$ cat src/sv/srm_pkg.sv
package srm_pkg;

  localparam int TABLE_DEPTH = 64;
  localparam int ADDR_W      = (TABLE_DEPTH > 1) ? $clog2(TABLE_DEPTH) : 1;
  localparam int CNT_W       = $clog2(TABLE_DEPTH + 1);
  localparam int IDX_W       = 6;
  localparam int IP_W        = 32;
  localparam int LEN_W       = IP_W + 1;
  localparam int CQ_DEPTH    = 2;
  localparam int CQ_PTR_W    = (CQ_DEPTH > 1) ? $clog2(CQ_DEPTH) : 1;
  localparam int CQ_CNT_W    = $clog2(CQ_DEPTH + 1);

  typedef enum logic {
    OP_WRITE = 1'b0,
    OP_QUERY = 1'b1
  } op_t;

  // lo carries the range start or the query address, hi the range end
  typedef struct packed {
    op_t              op;
    logic [IDX_W-1:0] idx;
    logic [IP_W-1:0]  lo;
    logic [IP_W-1:0]  hi;
  } cmd_t;

  typedef enum logic [1:0] {
    ST_IDLE,
    ST_SCAN,
    ST_DONE
  } state_t;

endpackage

$ cat src/sv/srm_front.sv
module srm_front (
  input  logic                          clk,
  input  logic                          rst,
  input  logic                          push,
  output logic                          full,
  input  logic                          kind,
  input  logic [srm_pkg::IDX_W-1:0]     entry_index,
  input  logic [srm_pkg::IP_W-1:0]      range_start,
  input  logic [srm_pkg::IP_W-1:0]      range_end,
  input  logic [srm_pkg::IP_W-1:0]      query_address,
  output logic                          cmd_valid,
  output srm_pkg::cmd_t                 cmd,
  input  logic                          cmd_pop
);

  srm_pkg::cmd_t                 slots [srm_pkg::CQ_DEPTH];
  logic [srm_pkg::CQ_PTR_W-1:0]  wr_ptr;
  logic [srm_pkg::CQ_PTR_W-1:0]  rd_ptr;
  logic [srm_pkg::CQ_CNT_W-1:0]  count;
  srm_pkg::cmd_t                 in_cmd;
  logic                          in_range;
  logic                          enq;
  logic                          deq;

  assign full      = (count == srm_pkg::CQ_CNT_W'(srm_pkg::CQ_DEPTH));
  assign cmd_valid = (count != '0);
  assign cmd       = slots[rd_ptr];

  assign in_range = (32'(entry_index) < 32'(srm_pkg::TABLE_DEPTH));

  always_comb begin
    in_cmd.op  = srm_pkg::op_t'(kind);
    in_cmd.idx = entry_index;
    in_cmd.lo  = (in_cmd.op == srm_pkg::OP_QUERY) ? query_address : range_start;
    in_cmd.hi  = range_end;
  end

  // writes to slots beyond the table are dropped here
  assign enq = push && !full && ((in_cmd.op == srm_pkg::OP_QUERY) || in_range);
  assign deq = cmd_pop && cmd_valid;

  always_ff @(posedge clk) begin
    if (enq) begin
      slots[wr_ptr] <= in_cmd;
    end
  end

  always_ff @(posedge clk) begin
    if (rst) begin
      wr_ptr <= '0;
      rd_ptr <= '0;
      count  <= '0;
    end else begin
      if (enq) begin
        wr_ptr <= (wr_ptr == srm_pkg::CQ_PTR_W'(srm_pkg::CQ_DEPTH - 1)) ? '0 : wr_ptr + 1'b1;
      end
      if (deq) begin
        rd_ptr <= (rd_ptr == srm_pkg::CQ_PTR_W'(srm_pkg::CQ_DEPTH - 1)) ? '0 : rd_ptr + 1'b1;
      end
      if (enq && !deq) begin
        count <= count + 1'b1;
      end else if (deq && !enq) begin
        count <= count - 1'b1;
      end
    end
  end

endmodule

$ cat config.mk
export PLATFORM = sky130hd
export DESIGN_NAME = srm_front
export DESIGN_NICKNAME = d
export VERILOG_FILES = /design/src/sv/srm_pkg.sv /design/src/sv/srm_front.sv
export SDC_FILE = /design/constraint.sdc
export NUM_CORES = 1
export LEC_CHECK = 0
export CAP_MARGIN = 20
export CORE_UTILIZATION = 35
export CTS_BUF_LIST = sky130_fd_sc_hd__clkbuf_4 sky130_fd_sc_hd__clkbuf_8 sky130_fd_sc_hd__clkbuf_16
export CTS_CLUSTER_DIAMETER = 50
export DETAILED_ROUTE_END_ITERATION = 16
export DONT_BUFFER_PORTS = 1
export GPL_ROUTABILITY_DRIVEN = 0
export PLACE_DENSITY = 0.49
export SETUP_SLACK_MARGIN = 0.3
export SYNTH_ARGS = -nofsm -noshare
export SYNTH_HDL_FRONTEND = slang
export SYNTH_SLANG_ARGS = --single-unit
$ cat constraint.sdc
create_clock -name clk -period 8.5 [get_ports clk]
set_input_delay 1.275 -clock clk [delete_from_list [all_inputs] [get_ports clk]]
set_output_delay 1.275 -clock clk [all_outputs]
set_load 0.1 [all_outputs]
-- Word level (Yosys, flattened, before mapping)
Memory sizes are Yosys's and may differ from the RTL's. A register that Yosys moved wholly into a read port is not among the register bits.
Index checks and enable logic that the tools add are counted.
- flip-flop bits (word level): 4
- RAM bits: 142
- bits of input ports: 107
- output and inout port bits: 73
- word-level logic and storage cells: 27
- memories kept: 1
- add/sub/neg operators: 4
- eq/ne operators: 1
- mux-type cells: 9
- reductions and logical operators: 9
- memory list (name ; words ; bits a word ; read ports ; clocked after memory_dff ; write ports ; line ; RTL):
    slots ; 2 ; 71 ; 1 ; 1 ; 1 ; srm_front.sv:16 ; srm_pkg::cmd_t slots [srm_pkg::CQ_DEPTH];
- operators by type and width (cell ; number):
    $mux W32 ; 1
    $mux W1 ; 6
    $logic_and A1 B1 Y1 ; 4
    $mux W2 ; 2
    $reduce_bool A2 Y1 ; 2
    $logic_not A1 Y1 ; 3
    $add A1 B1 Y1 const B ; 2
    $add A2 B1 Y2 const B ; 1
    $eq A2 B2 Y1 const B ; 1
    $sub A2 B1 Y2 const B ; 1

-- Longest topological paths before layout
- depth after elaboration: 7
- mapped depth: 6
- gate-level depth less buffers: 6

-- Worst setup path after synthesis
Ideal clock, no wire load.
- kind: input-to-reg
- start: input port push
- end: memory slots[1][0] (netlist bit), enable pin
- setup time: 437 ps
- data arrival time: 3132 ps
- required time: 8063 ps
- slack: 4931 ps
- cell stages on the path: 3
- buffers on the path: 0
- path through: inv_1 > nor2_1 > and2_1
- word-level cells in the longest chain between the ends: 3
- RTL lines (element ; line ; RTL):
    from (decl) ; srm_front.sv:4 ; input logic push,
    $logic_and A1 B1 Y1 ; srm_front.sv:39 ; assign enq = push && !full && ((in_cmd.op == srm_pkg::OP_QUERY) || in_range);
    $mux W1 ; srm_front.sv:43 ; if (enq) begin
    $mux W1 (implied by the code) ; srm_front.sv:44 ; slots[wr_ptr] <= in_cmd;
    to (decl) ; srm_front.sv:16 ;
No other way between the ends.

==> qor_table.md <==
| Step | Result | Value |
|:---|:---|:---|
| sta | Number of slew-limit violations in the final report | 0 |
| global route | GRT Total Usage | 11.43% |
| clocking | Number of setup buffers added after CTS | 0 |
| synth | Portion of netlist area occupied by mux cells | 20.31% |
| synth | Count of unique library cells instantiated by Yosys | 17 |
| critical path | Chain of cells forming the critical path | mux2_2 |
| cells and area | Post-layout utilization of the core | 41.10% |
| clocking | Clk slew on worst S/H paths | 60 ps |
| detailed routing | Routed Antenna Nets | 0 |
| synth | Average cell area after synthesis | 20.25 µm² |
| worst hold path | Type of the worst min-delay path | reg -> reg |
| synth | Flip-flop and latch count after synthesis | 147 |
| die | Number of standard-cell rows in the floorplan | 46 |
| clocking | Clk buf depth | 2 |
| detailed routing | Via density per instance | 4.803 |
| run | Number of maximum-capacitance constraint violations | 0 |
| sta | Final period utilization | 40.43% |
| sta | Slew margin rel. | 22.66% |
| sta | Maximum clock skew at final layout | 5.893 ps |
| cells and area | Number of nets in the final layout | 398 |
| global route | Wire length of the first global-routing pass | 13460 µm |
| place | Final HPWL DP | 5713 µm |
| cells and area | Summed area of non-filler cells in the final layout | 6529 µm² |
| cells and area | Total inserted antenna cells | 0 |
| sta | Shortest period the worst path allows | 3437 ps |
| clocking | Library cell used as clock root buffer | sky130_fd_sc_hd__clkbuf_16 |
| clocking | TritonCTS clock tree | built |
| critical path | Critical-path cell with the highest stage delay | sky130_fd_sc_hd__dfxtp_4 |
| sta | Tightest Pin Transition | 1155 ps |
| die | Die X | 129.7 µm |
| synth | Number of warnings printed during yosys synthesis | 0 |
| sta | Setup TNS | 0 ps |
| critical path | Startpoint Class | flip-flop |
| synth | Combinational family with the most area after synthesis | multiplexers |
| sta | Fmax achieved | 291.0 MHz |
| die | Die Area | 16830 µm² |
| place | Area after detailed placement | 5929 µm² |
| synth | Count of mapped cells out of synthesis | 282 |
| synth | Library cell with the largest summed area after synthesis | sky130_fd_sc_hd__edfxtp_1 |
| detailed routing | Routed length per instance | 18.76 µm |
| clocking | Max H-tree Level | 4 |
| cells and area | Syn-to-layout area delta | 14.33% |
| detailed routing | Vias after detailed routing | 2488 |
| status | Result of the run | finished clean |
| die | Effective utilization at floorplan | 35.95% |
| detailed routing | Length of the first detailed-routing pass in iterations | 4 |
| detailed routing | Post-route DRC | 0 |
| synth | Netlist area before placement | 5710 µm² |
| place | Port Buffer Count | 0 |
| critical path | Largest driver fanout on the critical path | 71 |
| critical path | Crit path max-delay family | flip-flops |
| sta | Hold slack final | 496.3 ps |
| clocking | Number of clock buffers inserted by TritonCTS | 17 |
| synth | Fraction of synthesized cell area in xor and xnor cells | 0.4601% |
| die | Vertical extent of the die | 129.7 µm |
| global route | Initial antenna violation count | 0 |
| die | Top Ports | 180 |
| critical path | Worst stage delay on the critical path | 990 ps |
| clocking | Number of buffers inserted for hold repair after clock tree synthesis | 0 |
| detailed routing | DRT Wirelength | 9720 µm |
| global route | Aggregate global routing overflow | 0 |
| cells and area | Area taken by flip-flops and latches | 4368 µm² |
| detailed routing | Iteration-0 DRC count of the detailed router | 93 |
| critical path | Required arrival time at the worst endpoint | 7220 ps |
| global route | Pin count of the biggest net entering global routing | 72 |
| sta | Setup repair after global routing missed its margin | false |
| synth | Syn Nets | 390 |
| clocking | Clock insertion delay at the later pin of the skew report | 410 ps |
| cells and area | Share of layout cells above drive strength 1 | 44.37% |
| synth | Area fraction in compound gates after synthesis | 0.4382% |
| clocking | Count of instances resized after the clock tree is built | 0 |
| synth | Largest cells by area after synthesis | sky130_fd_sc_hd__edfxtp_1, sky130_fd_sc_hd__mux2_2, sky130_fd_sc_hd__dfxtp_1, sky130_fd_sc_hd__buf_2, sky130_fd_sc_hd__xor2_1 |
| global route | Via count of the first global-routing pass | 2383 |
| critical path | CP Data Arrival Time | 2160 ps |
| clocking | Clock sink count | 147 |
| synth | Share of synthesized area occupied by flip-flops and latches | 76.42% |
| synth | Area share of the largest cell type after synthesis | 74.67% |
| critical path | Worst setup path class | reg -> out |
| die | Core Box Area | 15890 µm² |
| sta | Number of failing hold endpoints at the final stage | 0 |
| synth | Adder-cell area share of the yosys netlist | 0.2191% |
| cells and area | Layout fillers | 1457 |
| critical path | Buffers and inverters on the worst path | 0 |
| sta | Number of setup violations in the final report | 0 |
| critical path | Element type at the critical path end | primary output |
| synth | Share of synthesized cell area in and, or, nand and nor gates | 0.8545% |
| cells and area | Total area of multi-input combinational cells | 1275 µm² |
cell families after synthesis:
| kind of cell | count (synthesis) |
|---|---|
| buffers and inverters | 14 |
| XOR/XNOR | 3 |
| multiplexers | 103 |
| adder cells (fa/ha/maj) | 1 |
| AND/OR/NAND/NOR | 9 |
| flip-flops | 147 |
| AO/OA/AOI/OAI | 5 |
placed cells by master, fill, tap and decap left out, types with 2 or more instances in the layout:
cell type and n:
sky130_fd_sc_hd__dfxtp_1 4, sky130_fd_sc_hd__clkbuf_16 17, sky130_fd_sc_hd__clkinv_2 4, sky130_fd_sc_hd__mux2_1 2, sky130_fd_sc_hd__o21ai_0 3, sky130_fd_sc_hd__nor2_1 4, sky130_fd_sc_hd__edfxtp_1 142, sky130_fd_sc_hd__mux2_2 101
sky130_fd_sc_hd__xor2_1 3, sky130_fd_sc_hd__clkinv_1 4, sky130_fd_sc_hd__bufinv_16 4, sky130_fd_sc_hd__or3_1 2, sky130_fd_sc_hd__a21oi_1 2
worst register-to-register path: stages (launching register included):
cell                       delay [ps]
sky130_fd_sc_hd__dfxtp_1          370
sky130_fd_sc_hd__nor2b_2          940
sky130_fd_sc_hd__or3_1            260
sky130_fd_sc_hd__clkinv_2         440
sky130_fd_sc_hd__buf_4            520
stage by stage:
stage | cells | setup WS (ps)
after floorplan | 282 | 4931
after global placement | 487 | 5371
after detailed placement | 487 | 5355
after CTS | 518 | 4997
after global routing | 518 | 4943
final | 518 | 5063
final timing paths:
kind / start / cells after the start / to / slack, ps
worst min register to register: wr_ptr / 2 / wr_ptr / 500
worst max-delay path: flip-flop / 1 / cmd[66] / 5060
worst max register to register: count[1] / 4 / slots[0][24] / 5600
worst min-delay path: wr_ptr / 2 / wr_ptr / 500
registers in the layout, indices dropped and copies added (netlist names), named ones only:
register and count:
rd_ptr 1, count 2, wr_ptr 1, slots 142
cells in the mapped netlist:
cell                       count
sky130_fd_sc_hd__mux2_1        2
sky130_fd_sc_hd__mux2_2      101
sky130_fd_sc_hd__nor2_1        4
sky130_fd_sc_hd__dfxtp_1       5
sky130_fd_sc_hd__o21ai_0       3
sky130_fd_sc_hd__and2_1        1
sky130_fd_sc_hd__edfxtp_1    142
sky130_fd_sc_hd__buf_4         3
sky130_fd_sc_hd__inv_1         2
sky130_fd_sc_hd__xor2_1        3
sky130_fd_sc_hd__a21oi_1       2
sky130_fd_sc_hd__or3_1         2
sky130_fd_sc_hd__nor2b_2       1
sky130_fd_sc_hd__ha_1          1
sky130_fd_sc_hd__buf_2         8
sky130_fd_sc_hd__or2_2         1
sky130_fd_sc_hd__clkbuf_1      1
routing by layer:
| layer | routed length [µm] | up-vias | GRT usage, % |
|---|---|---|---|
| li1 | - | 1123 | - |
| met1 | 4092 | 1234 | 13.06 |
| met2 | 4485 | 121 | 17.49 |
| met3 | 1014 | 10 | 6.683 |
| met4 | 127 | 0 | 4.720 |
| met5 | 0 | - | 0 |
area by class of cell:
type                            instances  share of cell area (%)
Sequential cell                       147                   66.90
Multi-Input combinational cell        121                   19.53
Tap cell                              216                   4.140
Clock buffer                           18                   6.631
Clock inverter                         13                   2.549
Inverter                                2                  0.1342
Timing Repair Buffer                    1                  0.1150
Power is not shown: default switching activity piles up to over one toggle a cycle in this logic, so the estimate is an artifact.
