### config.mk
export PLATFORM = sky130hd
export DESIGN_NAME = srm_back
export DESIGN_NICKNAME = d
export VERILOG_FILES = /design/src/sv/srm_pkg.sv /design/src/sv/srm_ram.sv /design/src/sv/srm_back.sv
export SDC_FILE = /design/constraint.sdc
export NUM_CORES = 2
export LEC_CHECK = 0
export BUFFER_PORTS_ARGS = -buffer_cell sky130_fd_sc_hd__buf_2
export CAP_MARGIN = 20
export CORE_UTILIZATION = 50
export DETAILED_ROUTE_END_ITERATION = 7
export GPL_TIMING_DRIVEN = 1
export PLACE_DENSITY = 0.68
export SLEW_MARGIN = 5
export SYNTH_ARGS = -nofsm -noshare
export SYNTH_HDL_FRONTEND = slang
export SYNTH_HIERARCHICAL = 1
export SYNTH_SLANG_ARGS = --single-unit
### constraint.sdc
create_clock -name clk -period 11.7 [get_ports clk]
set_clock_uncertainty 0.05 [all_clocks]
set_input_delay 3.51 -clock clk [delete_from_list [all_inputs] [get_ports clk]]
set_output_delay 3.51 -clock clk [all_outputs]
set_load 0.005 [all_outputs]
### src/sv/srm_pkg.sv
package srm_pkg;

  localparam int TABLE_DEPTH = 64;
  localparam int ADDR_W      = (TABLE_DEPTH > 1) ? $clog2(TABLE_DEPTH) : 1;
  localparam int CNT_W       = $clog2(TABLE_DEPTH + 1);
  localparam int IDX_W       = 6;
  localparam int IP_W        = 32;
  localparam int LEN_W       = IP_W + 1;
  localparam int CQ_DEPTH    = 2;
  localparam int CQ_PTR_W    = (CQ_DEPTH > 1) ? $clog2(CQ_DEPTH) : 1;
  localparam int CQ_CNT_W    = $clog2(CQ_DEPTH + 1);

  typedef enum logic {
    OP_WRITE = 1'b0,
    OP_QUERY = 1'b1
  } op_t;

  // lo carries the range start or the query address, hi the range end
  typedef struct packed {
    op_t              op;
    logic [IDX_W-1:0] idx;
    logic [IP_W-1:0]  lo;
    logic [IP_W-1:0]  hi;
  } cmd_t;

  typedef enum logic [1:0] {
    ST_IDLE,
    ST_SCAN,
    ST_DONE
  } state_t;

endpackage

### src/sv/srm_ram.sv
module srm_ram #(
  parameter int WIDTH = 64,
  parameter int DEPTH = 64
) (
  input  logic                                     clk,
  input  logic                                     we,
  input  logic [((DEPTH > 1) ? $clog2(DEPTH) : 1)-1:0] waddr,
  input  logic [WIDTH-1:0]                         wdata,
  input  logic [((DEPTH > 1) ? $clog2(DEPTH) : 1)-1:0] raddr,
  output logic [WIDTH-1:0]                         rdata
);

  logic [WIDTH-1:0] mem [DEPTH];

  always_ff @(posedge clk) begin
    if (we) begin
      mem[waddr] <= wdata;
    end
    rdata <= mem[raddr];
  end

endmodule

### src/sv/srm_back.sv
module srm_back (
  input  logic                          clk,
  input  logic                          rst,
  input  logic                          cmd_valid,
  input  srm_pkg::cmd_t                 cmd,
  output logic                          cmd_pop,
  output logic                          empty,
  input  logic                          pop,
  output logic                          found,
  output logic [srm_pkg::IDX_W-1:0]     match_index
);

  srm_pkg::state_t               state;
  srm_pkg::state_t               state_next;

  logic [srm_pkg::TABLE_DEPTH-1:0] marks;
  logic [srm_pkg::CNT_W-1:0]     iss_cnt;
  logic                          issuing;
  logic [srm_pkg::ADDR_W-1:0]    raddr;
  logic                          ram_we;
  logic [2*srm_pkg::IP_W-1:0]    rdata;
  logic [srm_pkg::IP_W-1:0]      qaddr;

  logic                          p1_valid;
  logic                          p1_mark;
  logic [srm_pkg::ADDR_W-1:0]    p1_idx;
  logic [srm_pkg::IP_W-1:0]      p1_start;
  logic [srm_pkg::IP_W-1:0]      p1_end;
  logic                          p1_hit;
  logic [srm_pkg::LEN_W-1:0]     p1_len;

  logic                          p2_valid;
  logic                          p2_hit;
  logic [srm_pkg::LEN_W-1:0]     p2_len;
  logic [srm_pkg::IP_W-1:0]      p2_start;
  logic [srm_pkg::ADDR_W-1:0]    p2_idx;
  logic                          p2_last;
  logic                          p2_better;

  logic                          have;
  logic [srm_pkg::LEN_W-1:0]     best_len;
  logic [srm_pkg::IP_W-1:0]      best_start;
  logic [srm_pkg::ADDR_W-1:0]    best_idx;

  logic                          out_valid;
  logic                          load_out;
  logic                          start_scan;

  srm_ram #(
    .WIDTH (2 * srm_pkg::IP_W),
    .DEPTH (srm_pkg::TABLE_DEPTH)
  ) u_table (
    .clk   (clk),
    .we    (ram_we),
    .waddr (srm_pkg::ADDR_W'(cmd.idx)),
    .wdata ({cmd.hi, cmd.lo}),
    .raddr (raddr),
    .rdata (rdata)
  );

  always_comb begin
    state_next = state;
    case (state)
      srm_pkg::ST_IDLE: begin
        if (cmd_valid && (cmd.op == srm_pkg::OP_QUERY)) begin
          state_next = srm_pkg::ST_SCAN;
        end
      end
      srm_pkg::ST_SCAN: begin
        if (p2_valid && p2_last) begin
          state_next = srm_pkg::ST_DONE;
        end
      end
      srm_pkg::ST_DONE: begin
        if (!out_valid || pop) begin
          state_next = srm_pkg::ST_IDLE;
        end
      end
      default: state_next = srm_pkg::ST_IDLE;
    endcase
  end

  always_comb begin
    cmd_pop    = 1'b0;
    ram_we     = 1'b0;
    start_scan = 1'b0;
    issuing    = 1'b0;
    load_out   = 1'b0;
    case (state)
      srm_pkg::ST_IDLE: begin
        cmd_pop    = cmd_valid;
        ram_we     = cmd_valid && (cmd.op == srm_pkg::OP_WRITE);
        start_scan = cmd_valid && (cmd.op == srm_pkg::OP_QUERY);
      end
      srm_pkg::ST_SCAN: begin
        issuing = (iss_cnt < srm_pkg::CNT_W'(srm_pkg::TABLE_DEPTH));
      end
      srm_pkg::ST_DONE: begin
        load_out = !out_valid || pop;
      end
      default: begin
        cmd_pop = 1'b0;
      end
    endcase
  end

  always_ff @(posedge clk) begin
    if (rst) begin
      state <= srm_pkg::ST_IDLE;
    end else begin
      state <= state_next;
    end
  end

  assign raddr = iss_cnt[srm_pkg::ADDR_W-1:0];

  always_ff @(posedge clk) begin
    if (rst) begin
      marks <= '0;
    end else if (ram_we) begin
      marks[srm_pkg::ADDR_W'(cmd.idx)] <= 1'b1;
    end
  end

  always_ff @(posedge clk) begin
    if (start_scan) begin
      qaddr   <= cmd.lo;
      iss_cnt <= '0;
    end else if (issuing) begin
      iss_cnt <= iss_cnt + 1'b1;
    end
  end

  // stage 1: table data back from the ram
  assign p1_start = rdata[srm_pkg::IP_W-1:0];
  assign p1_end   = rdata[2*srm_pkg::IP_W-1:srm_pkg::IP_W];
  assign p1_hit   = p1_mark && (p1_start <= qaddr) && (qaddr <= p1_end);
  assign p1_len   = {1'b0, p1_end} - {1'b0, p1_start} + srm_pkg::LEN_W'(1);

  always_ff @(posedge clk) begin
    if (rst) begin
      p1_valid <= 1'b0;
      p2_valid <= 1'b0;
    end else begin
      p1_valid <= issuing;
      p2_valid <= p1_valid;
    end
  end

  always_ff @(posedge clk) begin
    p1_idx   <= raddr;
    p1_mark  <= marks[raddr];
    p2_hit   <= p1_valid && p1_hit;
    p2_len   <= p1_len;
    p2_start <= p1_start;
    p2_idx   <= p1_idx;
  end

  // stage 2: keep the shortest range, then smaller start, then later slot
  assign p2_last   = (p2_idx == srm_pkg::ADDR_W'(srm_pkg::TABLE_DEPTH - 1));
  assign p2_better = p2_hit && (!have || (p2_len < best_len) ||
                     ((p2_len == best_len) && (p2_start <= best_start)));

  always_ff @(posedge clk) begin
    if (start_scan) begin
      have <= 1'b0;
    end else if (p2_valid && p2_better) begin
      have       <= 1'b1;
      best_len   <= p2_len;
      best_start <= p2_start;
      best_idx   <= p2_idx;
    end
  end

  always_ff @(posedge clk) begin
    if (rst) begin
      out_valid <= 1'b0;
    end else if (load_out) begin
      out_valid <= 1'b1;
    end else if (pop) begin
      out_valid <= 1'b0;
    end
  end

  always_ff @(posedge clk) begin
    if (load_out) begin
      found       <= have;
      match_index <= have ? srm_pkg::IDX_W'(best_idx) : '0;
    end
  end

  assign empty = !out_valid;

endmodule

# Yosys cells after proc, flatten, opt, wreduce, memory -nomap -nowiden
# Memories as Yosys holds them, arrays and structs flattened. A register that Yosys moved wholly into a read port is not among the register bits.
# Index checks and enable logic that the tools add are counted.
[totals]
mem_count = 1
ramBits = 4096
word_cells = 77
register_bits = 266
input_bits = 75
[memory_table]
columns = ["memory", "words", "word_bits", "read_ports", "rd_clocked_by_memory_dff", "wr", "line_no", "source"]
rows = [
  ["u_table.mem", 64, 64, 1, 1, 1, "srm_ram.sv:13", "logic [WIDTH-1:0] mem [DEPTH];"],
]
[classes]
reduce_logical = 19
n_lt_le_gt_ge = 8
bitwise = 3
eq_ne = 7
muxes = 17
n_addsub = 3
[op_table]
columns = ["operator", "count"]
rows = [
  ["$le A32 B32 Y1", 3],
  ["$or A64 B64 Y64", 1],
  ["$add A33 B1 Y33 const B", 1],
  ["$eq A33 B33 Y1", 1],
  ["$lt A33 B33 Y1", 1],
  ["$sub A32 B32 Y33", 1],
  ["$lt A6 B7 Y1 const B", 2],
  ["$mux W1", 11],
  ["$logic_and A1 B1 Y1", 10],
  ["$add A7 B1 Y7 const B", 1],
  ["$lt A7 B7 Y1 const B", 1],
  ["$bmux W1 S6", 1],
  ["$demux W1 S6", 1],
  ["$eq A6 B6 Y1 const B", 1],
  ["$ge A6 B1 Y1 const B", 1],
  ["$mux W2", 3],
  ["$ne A2 B2 Y1 const B", 3],
  ["$pmux W2 S3", 1],
  ["$logic_or A1 B1 Y1", 3],
  ["$reduce_and A3 Y1", 1],
  ["$eq A2 B1 Y1 const B", 1],
  ["$eq A2 B2 Y1 const B", 1],
  ["$logic_not A1 Y1", 2],
  ["$logic_not A2 Y1", 1],
  ["other kinds (3)", 4],
]

# Depth between registers and ports, before layout
[depth]
ltp_word = 6
ltp_mapped = 14
depth_no_buf = 14

# Cells and area by module
# Netlist, hierarchy kept.
[modules_own_cells]
columns = ["mod", "n_inst", "cells_each", "seq_area_each_um2", "area_each_um2"]
rows = [
  ["srm_ram", 1, 6598, 124279.2, 156348.7],
  ["srm_back", 1, 1256, 6426.2, 13352.8],
]

# Worst setup path before layout
# OpenSTA, ideal clock, no wires.
[synth_timing]
path_kind = "in2reg"
startpoint = "input cmd_valid"
endpoint = "memory u_table.mem[48][0] (enable)"
path_stages = 4
path_slack_ns = 2.176
setup_time_ns = 0.564
path_buffers = 0
arrival_time_ns = 8.910
path_cell_list = "nor3b_1 -> nor2b_1 -> nand4b_1 -> nor3_1"
[synth_between]
elab_chain_len = 4
[synth_lines]
columns = ["item", "line_no", "source"]
rows = [
  ["start: declaration", "srm_back.sv:4", "input logic cmd_valid,"],
  ["$logic_and A1 B1 Y1", "srm_back.sv:92", "ram_we = cmd_valid && (cmd.op == srm_pkg::OP_WRITE);"],
  ["$mux W1", "srm_back.sv:89", "case (state)"],
  ["via ram_we", "srm_back.sv:20", "logic ram_we;"],
  ["$mux W1", "srm_ram.sv:16", "if (we) begin"],
  ["$mux W1 (not written as such)", "srm_ram.sv:17", "mem[waddr] <= wdata;"],
  ["end: declaration", "srm_ram.sv:13", ""],
]
# The timed path passes the listed nets, and every way through them passes these cells.

# Final worst setup path
[layout_timing]
startpoint = "input cmd_valid"
endpoint = "output cmd_pop"
[layout_between]
elab_chain_len = 1
[layout_lines]
columns = ["item", "line_no", "source"]
rows = [
  ["$mux W1", "srm_back.sv:89", ""],
  ["end: declaration", "srm_back.sv:6", "output logic cmd_pop,"],
]
# No other way between the ends.

==> impl_metrics.ini <==
[clock_network]
ctsHtreeMaxLevel = 5
clock_latency_ns = 0.99
ctsRootBufferMaster = clkbuf_16
cts_made_buffers = 434
post_cts_resized = 0
cts_tree = yes
post_cts_buffers = 0
clkTransAtPathRegs_ns = 0.06
clock_sinks = 4426
hold_buffers = 0
clockBufferDepth = 4

[global_routing]
grtUsageTotal_pct = 25.97
grt_max_degree = 109
grt_pass1_wl_um = 625000
antenna_found_initial = 46
grt_pass1_vias = 82670
overflow = 0

[timing]
finalCriticalPeriod_ns = 7.805
worst_slew_pin_slew_ns = 1.252
drv_slew = 0
fin_tns_setup_ns = 0
post-route-period-util_pct = 66.71
slew-limit-headroom_pct = 15.40
grt_setup_unrepaired = no
hold_viol_final = 0
final-setup-viol-count = 0
fmax_ghz = 0.1281
timing.final.ws_setup_ns = 3.895
hold_ws_ns = 0.2760

[synthesis]
yosys-top-cells-area = edfxtp_1, mux4_2, dfxtp_1
avgSynthCellArea_um2 = 21.61
synth_edf_count = 4206
synthDominantCellAreaShare_pct = 74.43
synth_most_common_cell = edfxtp_1
syn_area_um2 = 169700
ys_types = 66
ys_seq_elements = 4426
yosys_warnings = 6
synth_commonest_cells = edfxtp_1, mux4_2, nor2_1
synth-seq-area-share_pct = 77.02
yosys.area.top_type = edfxtp_1
postSynthNetCount = 8123
ys.flop_type = edfxtp_1
syn_inst = 7854
async_flop_share_pct = 0

[critical_path]
crit_path_start_kind = input port
worst-r2r-cell-count = 7
reg2reg_slack_ns = 6.73
r2r_end = u_table/rdata[6]
rr_startpoint = iss_cnt[2]
crit_chain = buf_2 -> nor3b_1 -> buf_2
cpPeakStageDelay_ns = 0.44
cp_num_buf_inv = 2
crit_family = simple AND/OR/NAND/NOR gates
cp_slowest_cell = nor3b_1
endpoint_kind = primary output
cp_max_fo = 4
worst_ep_required_time_ns = 8.14
worstSetupPathType = input port to primary output
path_common_cell = buf_2
crit_arrival_ns = 4.25

[place]
hpwl_um = 260500
pre_cts_ws_ns = 3.887
place.gp.congestion = 0.9169
port_buffers = 83
placed_cell_area_um2 = 176200

[hold_path]
hold_path.class = flop to flop
min_path_cells = 0
min_from = p1_idx[0]
holdPathEnd = p2_idx[0]

[flow_run]
cap_violations = 0

[final_layout]
final_area_um2 = 190400
fillers = 24230
seq_area_um2 = 130700
drive_gt1_share_pct = 24.45
layout.nets = 8455
syn2layout_area_growth_pct = 12.19
multi_input_comb_area_um2 = 37020

[floorplanning]
rows = 213
ios = 84
die_area_um2 = 341700
dieWidth_um = 584.6
die_y_um = 584.6
start_util_pct = 50.34
core_um2 = 337100

[route]
wl_met1_um = 167200
wl_um = 444300
wl_met2_um = 209400
top_layer_used = met5
wl_per_cell_um = 33.96
drc = 0
drt_iter0_drc = 11600
vias = 83510
antenna_left = 0
route.met3.wl_um = 48990
routed_via_density = 6.383
first_pass_iters = 6

[pwr]
fin_total_pwr_w = 0.03956
leakagePower_nw = 59.42
p_per_area_nw_per_um2 = 207.8
vdd_drop_max_mv = 0.1562

[status]
outcome = complete, no violations
[stage by stage]
stage	utilization, %	cells
2_1_floorplan	-	7854
3_3_place_gp	52.27	12260
3_5_place_dp	52.28	12260
4_1_cts	56.45	13070
5_1_grt	56.47	13080
6_report	56.47	13080
[placed cells by master (no fill, tap or decap), types with 92 or more instances in the layout]
cell / count
nand2_1: 98
a21oi_1: 124
edfxtp_1: 4206
a22oi_1: 168
ha_1: 193
mux4_2: 1040
nor2_1: 158
clkinv_2: 92
clkbuf_16: 442
inv_1: 196
mux2i_1: 135
dfxtp_1: 215
buf_4: 229
[how the worst max path moves through the flow]
stage                    endpoint  cells past startpoint      start
5_1_grt                   cmd_pop                      3  cmd_valid
4_1_cts                   cmd_pop                      3  cmd_valid
3_3_place_gp              cmd_pop                      3  cmd_valid
3_5_place_dp              cmd_pop                      3  cmd_valid
6_report                  cmd_pop                      3  cmd_valid
2_1_floorplan  u_table/mem[48][0]                      4  cmd_valid
[worst register-to-register path: cells and delay by family, from the launching register on]
family          cells  cell delay [ns]
buf+inv             3             2.27
compound gates      3             1.55
mux                 1             0.41
flops               1             0.60
[kinds of logic after synthesis]
group / synth area share (%)
flip-flops: 77.02
multiplexers: 14.68
AO/OA/AOI/OAI: 3.212
AND/OR/NAND/NOR: 1.951
buffers and inverters: 1.546
adder cells (fa/ha/maj): 1.435
XOR/XNOR: 0.1600
[flip-flops by register name, indices dropped and copies added, names as in the netlist, 2 cells and up]
name / flops
qaddr: 32
p2_start: 32
u_table/rdata: 64
p2_idx: 6
iss_cnt: 7
marks: 64
u_table/mem: 4096
match_index: 6
p2_len: 33
p1_idx: 6
best_idx: 6
state: 2
best_start: 32
best_len: 33
[per-layer routing]
layer,GRT usage [%],vias to the layer above
met5,0,-
li1,-,33630
met1,35.97,44440
met2,40.66,4707
met3,5.953,733
met4,9.528,8
[final cells by class]
class	instances	share of cell area, %
multi-input combinational	2837	19.44
clock inverter	270	1.319
tap	4515	2.967
clock buffer	540	6.066
inverter	196	0.3864
antenna	9	0.01183
sequential	4426	68.66
timing repair buffer	291	1.146
[power breakdown]
part | internal, W | switching, W | total [W]
Combinational | 0.00339 | 0.00426 | 0.00765
Sequential | 0.0177 | 0.000460 | 0.0181
Clock | 0.00781 | 0.00595 | 0.0138
(Power assumes the default switching activity.)
